File: src/hdl/rcmp_pkg.sv
// Shared types and constants of the RFB client message parser.
// Holds the parser phases, the queue item between front and back, and the result layout.
// No dependencies.
package rcmp_pkg;

  typedef enum logic [2:0] {
    PH_TYPE   = 3'd0,
    PH_PAD    = 3'd1,
    PH_PIXEL  = 3'd2,
    PH_COUNT  = 3'd3,
    PH_ENC    = 3'd4,
    PH_UPDATE = 3'd5
  } phase_e;

  typedef enum logic [2:0] {
    OP_PIX     = 3'd0,
    OP_UPD     = 3'd1,
    OP_ENC     = 3'd2,
    OP_EMPTY   = 3'd3,
    OP_UNKNOWN = 3'd4,
    OP_UNSUP   = 3'd5
  } op_e;

  typedef enum logic [2:0] {
    KIND_PIXEL_FORMAT = 3'd0,
    KIND_ENCODING     = 3'd1,
    KIND_EMPTY_ENC    = 3'd2,
    KIND_UPDATE_REQ   = 3'd3,
    KIND_UNKNOWN      = 3'd4,
    KIND_UNSUPPORTED  = 3'd5
  } kind_e;

  localparam logic [7:0] MT_PIXEL_FORMAT = 8'd0;
  localparam logic [7:0] MT_SET_ENC      = 8'd2;
  localparam logic [7:0] MT_UPDATE_REQ   = 8'd3;
  localparam logic [7:0] MT_UNSUP_LO     = 8'd4;
  localparam logic [7:0] MT_UNSUP_HI     = 8'd6;

  localparam logic [3:0] PIX_PAD_LAST  = 4'd2;
  localparam logic [3:0] ENC_PAD_LAST  = 4'd0;
  localparam logic [3:0] PIX_BODY_LAST = 4'd15;
  localparam logic [3:0] UPD_BODY_LAST = 4'd8;
  localparam logic [3:0] ENC_ID_LAST   = 4'd3;

  localparam int unsigned QDEPTH = 2;
  localparam int unsigned QAW    = $clog2(QDEPTH);

  typedef struct packed {
    op_e        code;
    logic [3:0] pos;
    logic       last;
    logic       eom;
    logic [7:0] data;
  } op_t;

  typedef struct packed {
    kind_e       kind;
    logic        eom;
    logic [7:0]  small_a;
    logic [7:0]  small_b;
    logic [7:0]  big_endian_flag;
    logic [7:0]  true_colour_flag;
    logic [15:0] word_a;
    logic [15:0] word_b;
    logic [15:0] word_c;
    logic [15:0] word_d;
    logic [23:0] shift_triplet;
    logic [31:0] encoding_id;
  } result_t;

endpackage

File: src/hdl/rcmp_front.sv
// Front end of the parser: tracks the message phase and turns bytes into queue items.
// Padding, valid type bytes, nonzero counts and bytes after an error produce no item.
// Depends on rcmp_pkg.
module rcmp_front import rcmp_pkg::*; (
  input  logic       clk_i,
  input  logic       rst_ni,
  input  logic       accept_i,
  input  logic [7:0] byte_i,
  output logic       push_o,
  output op_t        op_o
);

  phase_e      phase_q, phase_d;
  logic [3:0]  pos_q, pos_d;
  logic        is_pix_q, is_pix_d;
  logic [7:0]  cnt_hi_q, cnt_hi_d;
  logic [15:0] entries_q, entries_d;
  logic        err_q, err_d;

  logic        go;
  logic        unsup;
  logic        pad_done;
  logic [15:0] count_word;

  assign go         = accept_i && !err_q;
  assign unsup      = (byte_i >= MT_UNSUP_LO) && (byte_i <= MT_UNSUP_HI);
  assign pad_done   = pos_q == (is_pix_q ? PIX_PAD_LAST : ENC_PAD_LAST);
  assign count_word = {cnt_hi_q, byte_i};

  always_comb begin
    phase_d = phase_q;
    if (go) begin
      case (phase_q)
        PH_TYPE: begin
          if (byte_i == MT_PIXEL_FORMAT || byte_i == MT_SET_ENC) begin
            phase_d = PH_PAD;
          end else if (byte_i == MT_UPDATE_REQ) begin
            phase_d = PH_UPDATE;
          end
        end
        PH_PAD: begin
          if (pad_done) begin
            phase_d = is_pix_q ? PH_PIXEL : PH_COUNT;
          end
        end
        PH_PIXEL: begin
          if (pos_q == PIX_BODY_LAST) begin
            phase_d = PH_TYPE;
          end
        end
        PH_COUNT: begin
          if (pos_q != 4'd0) begin
            phase_d = (count_word == 16'd0) ? PH_TYPE : PH_ENC;
          end
        end
        PH_ENC: begin
          if (pos_q == ENC_ID_LAST && entries_q == 16'd1) begin
            phase_d = PH_TYPE;
          end
        end
        PH_UPDATE: begin
          if (pos_q == UPD_BODY_LAST) begin
            phase_d = PH_TYPE;
          end
        end
        default: begin
          phase_d = PH_TYPE;
        end
      endcase
    end
  end

  always_comb begin
    pos_d     = pos_q;
    is_pix_d  = is_pix_q;
    cnt_hi_d  = cnt_hi_q;
    entries_d = entries_q;
    err_d     = err_q;
    push_o    = 1'b0;
    op_o      = '{code: OP_PIX, pos: pos_q, last: 1'b0, eom: 1'b1, data: byte_i};
    if (go) begin
      case (phase_q)
        PH_TYPE: begin
          pos_d    = 4'd0;
          is_pix_d = byte_i == MT_PIXEL_FORMAT;
          if (byte_i != MT_PIXEL_FORMAT && byte_i != MT_SET_ENC && byte_i != MT_UPDATE_REQ) begin
            push_o    = 1'b1;
            op_o.code = unsup ? OP_UNSUP : OP_UNKNOWN;
            op_o.last = 1'b1;
            err_d     = 1'b1;
          end
        end
        PH_PAD: begin
          pos_d = pad_done ? 4'd0 : pos_q + 4'd1;
        end
        PH_PIXEL: begin
          push_o    = 1'b1;
          op_o.last = pos_q == PIX_BODY_LAST;
          pos_d     = pos_q + 4'd1;
        end
        PH_COUNT: begin
          if (pos_q == 4'd0) begin
            cnt_hi_d = byte_i;
            pos_d    = 4'd1;
          end else begin
            entries_d = count_word;
            pos_d     = 4'd0;
            if (count_word == 16'd0) begin
              push_o    = 1'b1;
              op_o.code = OP_EMPTY;
              op_o.last = 1'b1;
            end
          end
        end
        PH_ENC: begin
          push_o    = 1'b1;
          op_o.code = OP_ENC;
          op_o.last = pos_q == ENC_ID_LAST;
          op_o.eom  = entries_q == 16'd1;
          if (pos_q == ENC_ID_LAST) begin
            pos_d     = 4'd0;
            entries_d = entries_q - 16'd1;
          end else begin
            pos_d = pos_q + 4'd1;
          end
        end
        PH_UPDATE: begin
          push_o    = 1'b1;
          op_o.code = OP_UPD;
          op_o.last = pos_q == UPD_BODY_LAST;
          pos_d     = (pos_q == UPD_BODY_LAST) ? 4'd0 : pos_q + 4'd1;
        end
        default: begin
          pos_d = 4'd0;
        end
      endcase
    end
  end

  always_ff @(posedge clk_i or negedge rst_ni) begin
    if (!rst_ni) begin
      phase_q   <= PH_TYPE;
      pos_q     <= 4'd0;
      is_pix_q  <= 1'b0;
      cnt_hi_q  <= 8'd0;
      entries_q <= 16'd0;
      err_q     <= 1'b0;
    end else begin
      phase_q   <= phase_d;
      pos_q     <= pos_d;
      is_pix_q  <= is_pix_d;
      cnt_hi_q  <= cnt_hi_d;
      entries_q <= entries_d;
      err_q     <= err_d;
    end
  end

endmodule

File: src/hdl/rcmp_fifo.sv
// Short queue of classified items between the front end and the back end.
// Register-based, one push and one pop per cycle.
// Depends on rcmp_pkg.
module rcmp_fifo import rcmp_pkg::*; (
  input  logic clk_i,
  input  logic rst_ni,
  input  logic push_i,
  input  op_t  push_op_i,
  input  logic pop_i,
  output op_t  head_o,
  output logic empty_o,
  output logic full_o
);

  op_t            mem_q [QDEPTH];
  logic [QAW-1:0] wr_ptr_q, rd_ptr_q;
  logic [QAW:0]   cnt_q, cnt_d;

  assign empty_o = cnt_q == '0;
  assign full_o  = cnt_q == QDEPTH[QAW:0];
  assign head_o  = mem_q[rd_ptr_q];

  always_comb begin
    cnt_d = cnt_q;
    if (push_i && !pop_i) begin
      cnt_d = cnt_q + 1'b1;
    end else if (pop_i && !push_i) begin
      cnt_d = cnt_q - 1'b1;
    end
  end

  always_ff @(posedge clk_i) begin
    if (push_i) begin
      mem_q[wr_ptr_q] <= push_op_i;
    end
  end

  always_ff @(posedge clk_i or negedge rst_ni) begin
    if (!rst_ni) begin
      wr_ptr_q <= '0;
      rd_ptr_q <= '0;
      cnt_q    <= '0;
    end else begin
      if (push_i) begin
        wr_ptr_q <= (wr_ptr_q == QAW'(QDEPTH - 1)) ? '0 : wr_ptr_q + 1'b1;
      end
      if (pop_i) begin
        rd_ptr_q <= (rd_ptr_q == QAW'(QDEPTH - 1)) ? '0 : rd_ptr_q + 1'b1;
      end
      cnt_q <= cnt_d;
    end
  end

  assert property (@(posedge clk_i) disable iff (!rst_ni) push_i |-> !full_o)
    else $error("Item pushed into a full queue.");
  assert property (@(posedge clk_i) disable iff (!rst_ni) pop_i |-> !empty_o)
    else $error("Item popped from an empty queue.");

endmodule

File: src/hdl/rcmp_back.sv
// Back end of the parser: collects body bytes and encoding IDs and forms the results.
// Owns the output register of the master-side stream.
// Depends on rcmp_pkg.
module rcmp_back import rcmp_pkg::*; (
  input  logic    clk_i,
  input  logic    rst_ni,
  input  op_t     head_i,
  input  logic    empty_i,
  output logic    pop_o,
  input  logic    out_ready_i,
  output logic    out_valid_o,
  output result_t out_o
);

  logic [7:0]  fb_q [16];
  logic [23:0] acc_q;
  logic        valid_q;
  result_t     res_q, res_d;
  logic        emit;

  assign pop_o       = !empty_i && (!head_i.last || !valid_q || out_ready_i);
  assign emit        = pop_o && head_i.last;
  assign out_valid_o = valid_q;
  assign out_o       = res_q;

  always_comb begin
    res_d     = '0;
    res_d.eom = head_i.eom;
    case (head_i.code)
      OP_PIX: begin
        res_d.kind             = KIND_PIXEL_FORMAT;
        res_d.small_a          = fb_q[0];
        res_d.small_b          = fb_q[1];
        res_d.big_endian_flag  = fb_q[2];
        res_d.true_colour_flag = fb_q[3];
        res_d.word_a           = {fb_q[4], fb_q[5]};
        res_d.word_b           = {fb_q[6], fb_q[7]};
        res_d.word_c           = {fb_q[8], fb_q[9]};
        res_d.shift_triplet    = {fb_q[10], fb_q[11], fb_q[12]};
      end
      OP_UPD: begin
        res_d.kind    = KIND_UPDATE_REQ;
        res_d.small_a = fb_q[0];
        res_d.word_a  = {fb_q[1], fb_q[2]};
        res_d.word_b  = {fb_q[3], fb_q[4]};
        res_d.word_c  = {fb_q[5], fb_q[6]};
        res_d.word_d  = {fb_q[7], head_i.data};
      end
      OP_ENC: begin
        res_d.kind        = KIND_ENCODING;
        res_d.encoding_id = {acc_q, head_i.data};
      end
      OP_EMPTY: begin
        res_d.kind = KIND_EMPTY_ENC;
      end
      OP_UNSUP: begin
        res_d.kind = KIND_UNSUPPORTED;
      end
      default: begin
        res_d.kind = KIND_UNKNOWN;
      end
    endcase
  end

  always_ff @(posedge clk_i) begin
    if (pop_o && (head_i.code == OP_PIX || head_i.code == OP_UPD)) begin
      fb_q[head_i.pos] <= head_i.data;
    end
    if (pop_o && head_i.code == OP_ENC) begin
      acc_q <= {acc_q[15:0], head_i.data};
    end
    if (emit) begin
      res_q <= res_d;
    end
  end

  always_ff @(posedge clk_i or negedge rst_ni) begin
    if (!rst_ni) begin
      valid_q <= 1'b0;
    end else if (emit) begin
      valid_q <= 1'b1;
    end else if (out_ready_i) begin
      valid_q <= 1'b0;
    end
  end

  assert property (@(posedge clk_i) disable iff (!rst_ni) emit |=> valid_q)
    else $error("Finished item did not show up at the output.");
  assert property (@(posedge clk_i) disable iff (!rst_ni)
                   (valid_q && !out_ready_i) |-> !emit)
    else $error("Pending result overwritten.");

endmodule

File: src/hdl/rfb_client_message_parser_top.sv
// A result passes through the queue and the output register of the back end before it is offered.
// Throughput: one byte per cycle while the queue is not full; while a result waits, bytes keep
// flowing until the item of the next completing byte and one more item fill the two-entry queue.
// Reset is asynchronous and active low; it returns the parser to awaiting a message type,
// clears the error latch and empties the queue. A latched error holds until reset.
module rfb_client_message_parser_top import rcmp_pkg::*; (
  input  logic         clk_i,
  input  logic         rst_ni,
  input  logic         s_axis_tvalid_i,
  output logic         s_axis_tready_o,
  input  logic [7:0]   s_axis_tdata_i,   // data_byte[7:0]
  output logic         m_axis_tvalid_o,
  input  logic         m_axis_tready_i,
  output logic [151:0] m_axis_tdata_o,   // small_a, small_b, big_endian_flag,
                                         // true_colour_flag, word_a, word_b, word_c,
                                         // word_d, shift_triplet, encoding_id
  output logic         m_axis_tlast_o,   // end_of_message
  output logic [2:0]   m_axis_tuser_o    // msg_kind
);

  logic    accept;
  logic    push;
  op_t     push_op;
  logic    pop;
  op_t     head;
  logic    empty;
  logic    full;
  result_t res;

  assign s_axis_tready_o = !full;
  assign accept          = s_axis_tvalid_i && s_axis_tready_o;

  rcmp_front u_front (
    .clk_i    (clk_i),
    .rst_ni   (rst_ni),
    .accept_i (accept),
    .byte_i   (s_axis_tdata_i),
    .push_o   (push),
    .op_o     (push_op)
  );

  rcmp_fifo u_fifo (
    .clk_i     (clk_i),
    .rst_ni    (rst_ni),
    .push_i    (push),
    .push_op_i (push_op),
    .pop_i     (pop),
    .head_o    (head),
    .empty_o   (empty),
    .full_o    (full)
  );

  rcmp_back u_back (
    .clk_i       (clk_i),
    .rst_ni      (rst_ni),
    .head_i      (head),
    .empty_i     (empty),
    .pop_o       (pop),
    .out_ready_i (m_axis_tready_i),
    .out_valid_o (m_axis_tvalid_o),
    .out_o       (res)
  );

  assign m_axis_tuser_o = res.kind;
  assign m_axis_tlast_o = res.eom;
  assign m_axis_tdata_o = {res.encoding_id, res.shift_triplet, res.word_d, res.word_c,
                           res.word_b, res.word_a, res.true_colour_flag,
                           res.big_endian_flag, res.small_b, res.small_a};

endmodule

File: config.mk
export PLATFORM = sky130hd
export DESIGN_NAME = rfb_client_message_parser_top
export DESIGN_NICKNAME = d
export VERILOG_FILES = /design/src/hdl/rcmp_pkg.sv /design/src/hdl/rcmp_front.sv /design/src/hdl/rcmp_fifo.sv /design/src/hdl/rcmp_back.sv /design/src/hdl/rfb_client_message_parser_top.sv
export SDC_FILE = /design/constraint.sdc
export NUM_CORES = 1
export LEC_CHECK = 0
export BUFFER_PORTS_ARGS = -buffer_cell sky130_fd_sc_hd__buf_2
export CORE_UTILIZATION = 52
export CTS_BUF_LIST = sky130_fd_sc_hd__clkbuf_2
export CTS_CLUSTER_DIAMETER = 100
export DETAILED_ROUTE_END_ITERATION = 6
export HOLD_SLACK_MARGIN = 0.1
export MAX_ROUTING_LAYER = met4
export PLACE_DENSITY = 0.73
export SLEW_MARGIN = 25
export SYNTH_ARGS = -nofsm -noshare
export SYNTH_HDL_FRONTEND = slang
export SYNTH_HIERARCHICAL = 1
export SYNTH_SLANG_ARGS = --single-unit
File: constraint.sdc
create_clock -name clk_i -period 29.5 [get_ports clk_i]
set_input_delay 2.95 -clock clk_i [delete_from_list [all_inputs] [get_ports clk_i]]
set_output_delay 2.95 -clock clk_i [all_outputs]
set_load 0.01 [all_outputs]
# Word-level counts from Yosys, hierarchy flattened
# Memories as Yosys holds them, arrays and structs flattened. A register that Yosys moved wholly into a read port is not among the register bits.
# Index checks and enable logic that the tools add are counted.
word_totals:
  reg_bits: 186
  ram_bits: 162
  inputBits: 12
  mem_count: 2
classes:
  n_addsub: 6
  magnitude_cmp: 2
  eq_ne: 27
  n_mux: 45
  reduce_logical: 45
memory_table:
  columns: ["memory", "depth", "width", "read_ports", "rd_clocked_by_memory_dff", "wr", "line", "text"]
  rows:
  - ["u_back.fb_q", 16, 8, 13, 4, 1, "rcmp_back.sv:15", "logic [7:0] fb_q [16];"]
  - ["u_fifo.mem_q", 2, 17, 1, 0, 1, "rcmp_fifo.sv:15", "op_t mem_q [QDEPTH];"]
op_table:
  columns: ["cell", "n"]
  rows:
  - ["48-bit case mux with 2 select lines", 1]
  - ["3-bit 2-to-1 mux", 11]
  - ["16-bit 2-to-1 mux", 2]
  - ["16-bit case mux with 2 select lines", 1]
  - ["4-bit case mux with 5 select lines", 1]
  - ["3-bit case mux with 6 select lines", 1]
  - ["16-bit by 1-bit == test with 1-bit output, second input constant", 1]
  - ["8-bit by 2-bit == test with 1-bit output, second input constant", 2]
  - ["16-bit zero test", 1]
  - ["1-bit 2-to-1 mux", 16]
  - ["8-bit by 2-bit inequality test with 1-bit output, second input constant", 2]
  - ["16-bit by 1-bit subtractor with 16-bit output, second input constant", 1]
  - ["3-bit case mux with 5 select lines", 1]
  - ["3-bit by 2-bit == test with 1-bit output, second input constant", 4]
  - ["1-bit logical AND", 12]
  - ["4-bit 2-to-1 mux", 3]
  - ["2-bit by 1-bit inequality test with 1-bit output, second input constant", 6]
  - ["3-bit case mux with 4 select lines", 1]
  - ["1-bit zero test", 11]
  - ["2-bit 2-to-1 mux", 5]
  - ["3-bit == test, second input constant", 3]
  - ["4-bit == test, second input constant", 2]
  - ["8-bit by 3-bit greater-or-equal comparator with 1-bit output, second input constant", 1]
  - ["8-bit by 3-bit <= comparator with 1-bit output, second input constant", 1]
  - ["other kinds (26)", 35]

# Depth between registers and ports, before layout
# Gate-level depths: netlist (run 1).
depth:
  word_depth: 10
  ltp_mapped: 12

# Hierarchy
# The synthesis (run 1) kept the hierarchy.
modules_own_cells:
  columns: ["mod", "instances", "cells_per_inst", "area_per_inst_um2", "seq_area_each_um2"]
  rows:
  - ["rcmp_back", 1, 546, 10199.8, 8553.2]
  - ["rcmp_front", 1, 252, 2190.9, 825.8]
  - ["rcmp_fifo", 1, 69, 1463.9, 1121.1]
  - ["rfb_client_message_parser_top", 1, 2, 10.0, 0.0]

# Worst setup path before layout (run 1)
# OpenSTA, ideal clock, no wires.
synth_path:
  path_kind: "in2reg"
  from: "in m_axis_tready_i"
  to: "reg u_back.res_q, in the netlist u_back/out_o[0], enable pin"
  setup_ps: 864
  arrival_ps: 13992
  slack_ps: 14645
  path_stages: 4
  n_path_buf: 2
  cell_sequence: "and3b_1 clkbuf_1 clkbuf_1 nor3_1"
synth_via:
  elab_chain_cells: 3
synth_rtl:
  columns: ["element", "line", "text"]
  rows:
  - ["start: declaration", "rfb_client_message_parser_top.sv:13", "input logic m_axis_tready_i,"]
  - ["1-bit logical OR", "rcmp_back.sv:21", "assign pop_o = !empty_i && (!head_i.last || !valid_q || out_ready_i);"]
  - ["1-bit logical AND", "rcmp_back.sv:21", null]
  - ["1-bit logical AND", "rcmp_back.sv:22", "assign emit = pop_o && head_i.last;"]
  - ["named net u_back.emit", "rcmp_back.sv:19", "logic emit;"]
  - ["end signal: assignment", "rcmp_back.sv:73", "res_q <= res_d;"]
  - ["end: declaration", "rcmp_back.sv:18", "result_t res_q, res_d;"]
# The timed path passes the listed nets, and every way through them passes these cells.
# A chain may end at the register's enable or synchronous reset.

# Worst setup path after layout (run 1)
layout_path:
  from: "in m_axis_tready_i"
  to: "reg u_back.res_q, in the netlist u_back/out_o[74], enable pin"
# Same word-level chain as after synthesis.

==> flow_metrics.env, run 1 <==
export IMPL_mostFrequentLayoutCells="edfxtp_1, buf_2, clkbuf_2, and2_1, nor2_1"
export IMPL_syn_cell_area_sq_um=13900
export IMPL_synth_edf_count=318
export IMPL_pre_cts_slack_ns=23.66
export IMPL_hold_buffers=0
export IMPL_cpPeakStageDelay_ns=0.89
export IMPL_grt_max_degree=81
export IMPL_power_total_mw=1.41
export IMPL_cts_tree="done"
export IMPL_synth_flop_cell="edfxtp_1"
export IMPL_design_area_sq_um=15800
export IMPL_power_frac_seq_pct=53.5
export IMPL_cts_sinks=356
export IMPL_grt_usage_pct=20.6
export IMPL_cts_resized=0
export IMPL_vias=7757
export IMPL_layout_drive_gt1_share_pct=31.7
export IMPL_fin_util_pct=60.6
export IMPL_crit_path_frequent_cell="buf_4"
export IMPL_grt_setup_unrepaired="no"
export IMPL_setup_viol=0
export IMPL_critical_path_arrival_ns=5.43
export IMPL_end_kind="flop"
export IMPL_worst_slew_pin_slew_ns=1.02
export IMPL_core_sq_um=26100
export IMPL_postCtsSetupBuffers=0
export IMPL_ir_worst_vdd_mv=0.0532
export IMPL_status="finished, violations left"
export IMPL_layout_commonest_cell="edfxtp_1"
export IMPL_io_buffers=169
export IMPL_max_clock_freq_mhz=200
export IMPL_slew_headroom_pct=31.4
export IMPL_grtUsageMet3_pct=4.65
export IMPL_async_reset_ff_share_pct=10.7
export IMPL_dpl_hpwl_mm=17.0
export IMPL_wl_mm=26.8
export IMPL_crit_fanout=80
export IMPL_postSynthAreaPerCell_sq_um=16.0
export IMPL_pwr_share_comb_pct=24.6
export IMPL_placed_area_sq_um=15000
export IMPL_initial_core_util_pct=53.1
export IMPL_avgRoutedWirePerCell_microns=18.1
export IMPL_io_pins=170
export IMPL_setup_tns_final_ns=0
export IMPL_cts_root_buf="clkbuf_2"
export IMPL_grt_pass1_vias=7566
export IMPL_clkTransAtPathRegs_ns=0.09
export IMPL_synth_cell_type_count=64
export IMPL_finalNonFillerCells=1485
export IMPL_drv_slew=0
export IMPL_top_usage_layer="met2"
export IMPL_p_leak_nw=6.17
export IMPL_min_period_over_period_pct=17.0
export IMPL_place_inst=1340
export IMPL_worst_setup_path_start_kind="input port"
export IMPL_gp_congestion=0.844
export IMPL_internal_power_uw=953
export IMPL_hold_ws_ns=0.400
export IMPL_fin_ws_ns=24.50
export IMPL_crit_type="in2reg"
export IMPL_p_clk_share_pct=21.8
export IMPL_met2_usage_pct=34.3
export IMPL_grt_pass1_wl_mm=40.6
export IMPL_hold_viol_final=0
export IMPL_p_per_area_nw_per_um2=89.3
export IMPL_min_period_ns=5.00
export IMPL_ys_ff_latch=356
export IMPL_hold_class="reg2reg"
export IMPL_skew_ns=0.0805
export IMPL_dr_first_iter_drc_count=723
export IMPL_cp_required_ns=29.93
export IMPL_maxCapViolCount=0
export IMPL_antenna_found_initial=1
export IMPL_fillCellCount=2021
export IMPL_swShare_pct=32.7
export IMPL_nNetsFinal=1111
export IMPL_row_count=59
export IMPL_cts_max_level=3
export IMPL_drc=38
export IMPL_clockBufferDepth=3
export IMPL_path_cells="buf_2 -> and3b_1 -> nor3_2 -> buf_4 -> buf_4"
export IMPL_syn_inst=869
export IMPL_p_sw_uw=462
export IMPL_ys_seq_area_share_pct=75.7
export IMPL_gr_total_overflow=0
export IMPL_grt_use_met1_pct=24.7
export IMPL_violations="design-rule violations"
export IMPL_die_width_microns=165
export IMPL_vias_per_cell=5.22
export IMPL_areaGrowthSynthToFinish_pct=14.3
export IMPL_dieArea_sq_um=27300
export IMPL_die_y_microns=165
export IMPL_yosysWarningCount=6
export IMPL_clock_latency_ns=0.87
export IMPL_cts_made_buffers=87
export IMPL_ant_nets=0
export IMPL_cp_slowest_cell="buf_4"
export IMPL_drtPass1Iterations=7
export IMPL_synth_fp_nets=886
-- per-layer routing --
layer  share of wire (%)  up-vias
met4                 1.5        0
met5                   0        -
met3                 6.4       38
li1                    -     3713
met2                  51      249
met1                  41     3757
-- logic make-up (layout without fill, tap and decap cells) --
group	count (synthesis)	in the layout	synth area share (%)
other cells	0	2	0
buf+inv	58	337	2.19
xor+xnor	6	6	0.379
compound gates	77	77	3.74
simple gates	293	293	11.7
flops	356	356	75.7
mux	74	74	5.82
fa+ha+maj	5	5	0.451
-- cells in the mapped netlist, drive strengths merged (7+ instances only) --
cell / number / area, sq um
and2: 106 / 663
nand2: 26 / 97.6
dfrtp: 38 / 951
nand3: 12 / 60.1
o21ai: 14 / 70.1
buf: 28 / 190
nor4: 16 / 106
inv: 12 / 45.0
nor3: 12 / 65.1
mux2i: 48 / 480
nor2: 73 / 274
clkbuf: 18 / 68.8
nand2b: 8 / 50.1
or2: 7 / 43.8
o22ai: 8 / 50.1
mux2: 26 / 327
a21oi: 22 / 114
edfxtp: 318 / 9550
-- critical path, delay by kind of cell --
kind / cells / cell delay, ns
buffers and inverters: 3 / 1.72
and+or+nand+nor: 2 / 0.68
-- sequential cells by signal, summed over array words and instances (netlist names) --
register,cells
u_fifo/cnt_q,2
u_fifo/mem_q,34
u_front/entries_q,16
u_back/acc_q,24
u_front/pos_q,4
u_front/is_pix_q,1
u_back/fb_q,104
u_back/out_valid_o,1
u_front/cnt_hi_q,8
u_front/err_q,1
u_fifo/wr_ptr_q,1
u_front/phase_q,3
u_back/out_o,156
u_fifo/rd_ptr_q,1
-- power groups by stage --
stage / combinational [mW] / sequential [mW] / clock [mW]
after floorplan: 0.188 / 0.815 / 0
after CTS: 0.352 / 0.759 / 0.320
after global placement: 0.342 / 0.767 / 0
after global routing: 0.382 / 0.768 / 0.349
final: 0.348 / 0.758 / 0.309
after detailed placement: 0.351 / 0.770 / 0
-- final timing paths --
path | start | end | slack (ns) | cells after the start
min | u_back/acc_q[3] | u_back/acc_q[11] | 0.40 | 0
min reg2reg | u_back/acc_q[3] | u_back/acc_q[11] | 0.40 | 0
min in group asynchronous | rst_ni | u_front/entries_q[12] | 2.22 | 1
max in group asynchronous | rst_ni | u_fifo/cnt_q[0] | 26.65 | 1
max | m_axis_tready_i | u_back/out_o[74] | 24.50 | 5
max reg2reg | u_fifo/rd_ptr_q | u_back/out_o[74] | 25.41 | 5
-- cell type report --
cell class	instances	area [sq um]	share of cell area, %
diodes	2	5.00	0.0316
clock buffers	121	606	3.82
clock inverters	22	156	0.987
inverters	12	45.0	0.284
multi-input cells	455	3170	20.0
flip-flops and latches	356	10500	66.3
well taps	335	419	2.65
repair buffers	182	943	5.95
Note: power is estimated with default switching activity, not from simulation.
==> run 2: changes to the inputs <==
- PLACE_DENSITY: 0.73 -> 0.75
- clock period: 29.5 -> 4.04 ns (I/O delays scaled with it)
==> flow_metrics.env, run 2 (same netlist as run 1, synthesis figures left out) <==
export IMPL_status="finished, violations left"
export IMPL_violations="design-rule violations"
export IMPL_p_clk_share_pct=21.8
export IMPL_drtPass1Iterations=7
export IMPL_ant_nets=0
export IMPL_die_width_microns=165
export IMPL_p_per_area_nw_per_um2=648
export IMPL_row_count=59
export IMPL_postCtsSetupBuffers=0
export IMPL_avgRoutedWirePerCell_microns=17.8
export IMPL_worst_setup_path_start_kind="flop"
export IMPL_cts_tree="done"
export IMPL_cp_required_ns=4.47
export IMPL_grt_pass1_vias=7625
export IMPL_power_frac_seq_pct=52.5
export IMPL_crit_type="reg2reg"
export IMPL_cts_max_level=3
export IMPL_clock_latency_ns=0.86
export IMPL_hold_viol_final=0
export IMPL_p_leak_nw=6.31
export IMPL_cts_resized=0
export IMPL_gp_congestion=0.846
export IMPL_layout_drive_gt1_share_pct=32.3
export IMPL_cts_sinks=356
export IMPL_clkTransAtPathRegs_ns=0.11
export IMPL_core_sq_um=26100
export IMPL_vias=7914
export IMPL_swShare_pct=32.7
export IMPL_min_period_ns=3.05
export IMPL_dr_first_iter_drc_count=581
export IMPL_clockBufferDepth=3
export IMPL_critical_path_arrival_ns=3.49
export IMPL_wl_mm=27.1
export IMPL_io_pins=170
export IMPL_min_period_over_period_pct=75.6
export IMPL_pwr_share_comb_pct=25.7
export IMPL_power_total_mw=10.4
export IMPL_max_clock_freq_mhz=327
export IMPL_maxCapViolCount=0
export IMPL_areaGrowthSynthToFinish_pct=16.0
export IMPL_grt_setup_unrepaired="no"
export IMPL_grt_max_degree=52
export IMPL_hold_class="in2async"
export IMPL_setup_viol=0
export IMPL_initial_core_util_pct=53.1
export IMPL_mostFrequentLayoutCells="edfxtp_1, buf_2, clkbuf_2, and2_1, nor2_1"
export IMPL_grt_usage_pct=20.6
export IMPL_skew_ns=0.0602
export IMPL_hold_ws_ns=0.186
export IMPL_slew_headroom_pct=36.9
export IMPL_gr_total_overflow=0
export IMPL_setup_tns_final_ns=0
export IMPL_p_sw_mw=3.41
export IMPL_worst_slew_pin_slew_ns=0.947
export IMPL_io_buffers=169
export IMPL_drc=39
export IMPL_crit_fanout=18
export IMPL_nNetsFinal=1127
export IMPL_largest_reg_flops=156
export IMPL_antenna_found_initial=1
export IMPL_layout_commonest_cell="edfxtp_1"
export IMPL_cts_root_buf="clkbuf_2"
export IMPL_drv_slew=0
export IMPL_grt_pass1_wl_mm=40.6
export IMPL_vias_per_cell=5.21
export IMPL_dieArea_sq_um=27300
export IMPL_dpl_hpwl_mm=17.2
export IMPL_ir_worst_vdd_mv=0.287
export IMPL_internal_power_mw=7.01
export IMPL_cts_made_buffers=84
export IMPL_hold_buffers=11
export IMPL_die_y_microns=165
export IMPL_end_kind="flop"
-- run 2: area by class of cell --
class,count,area (sq um)
multi-input combinational,455,3150
inverter,12,45.0
tap,335,419
antenna,5,12.5
sequential,356,10500
timing repair buffer,201,1160
fill,1982,10100
clock inverter,24,143
clock buffer,130,651
-- run 2: path summary, 6_finish.rpt --
path	startpoint	to	slack, ns	depth (start not counted)
max in group asynchronous	rst_ni	u_fifo/cnt_q[0]	3.25	2
worst min register to register	u_back/acc_q[4]	u_back/acc_q[12]	0.44	0
worst min-delay path	rst_ni	u_front/entries_q[11]	0.19	2
min in group clk_i	s_axis_tvalid_i	u_front/pos_q[1]	0.19	5
worst max register to register	u_fifo/rd_ptr_q	u_back/fb_q[12][3]	0.99	4
worst max-delay path	u_fifo/rd_ptr_q	u_back/fb_q[12][3]	0.99	4
-- run 2: power groups by stage --
stage	sequential [mW]	clock (mW)	combinational, mW
after global routing	5.55	2.55	2.93
after CTS	5.47	2.37	2.71
final	5.47	2.27	2.68
after floorplan	5.80	0	1.39
after global placement	5.52	0	2.64
after detailed placement	5.55	0	2.69
-- run 2: metrics by stage --
stage	instance area (sq um)	utilization (%)	setup slack [ns]	cells
3_5_place_dp	15200	58.0	0.991	1348
4_1_cts	16100	61.5	0.973	1513
3_3_place_gp	15200	58.0	1.09	1348
6_report	16100	61.5	0.986	1518
2_1_floorplan	13900	-	-1.51	869
5_1_grt	16100	61.5	0.820	1518
-- run 2: critical path: stages (launching register included) --
cell	delay (ns)
dfrtp_1	0.35
buf_4	0.28
mux2_2	0.46
or3_1	0.67
nor4_2	0.90
-- run 2: routing by layer --
metal | global-route usage [%] | share of wire, %
met1 | 25.3 | 42
met2 | 33.8 | 50
met3 | 4.55 | 6.5
met4 | 7.30 | 1.9
met5 | - | 0
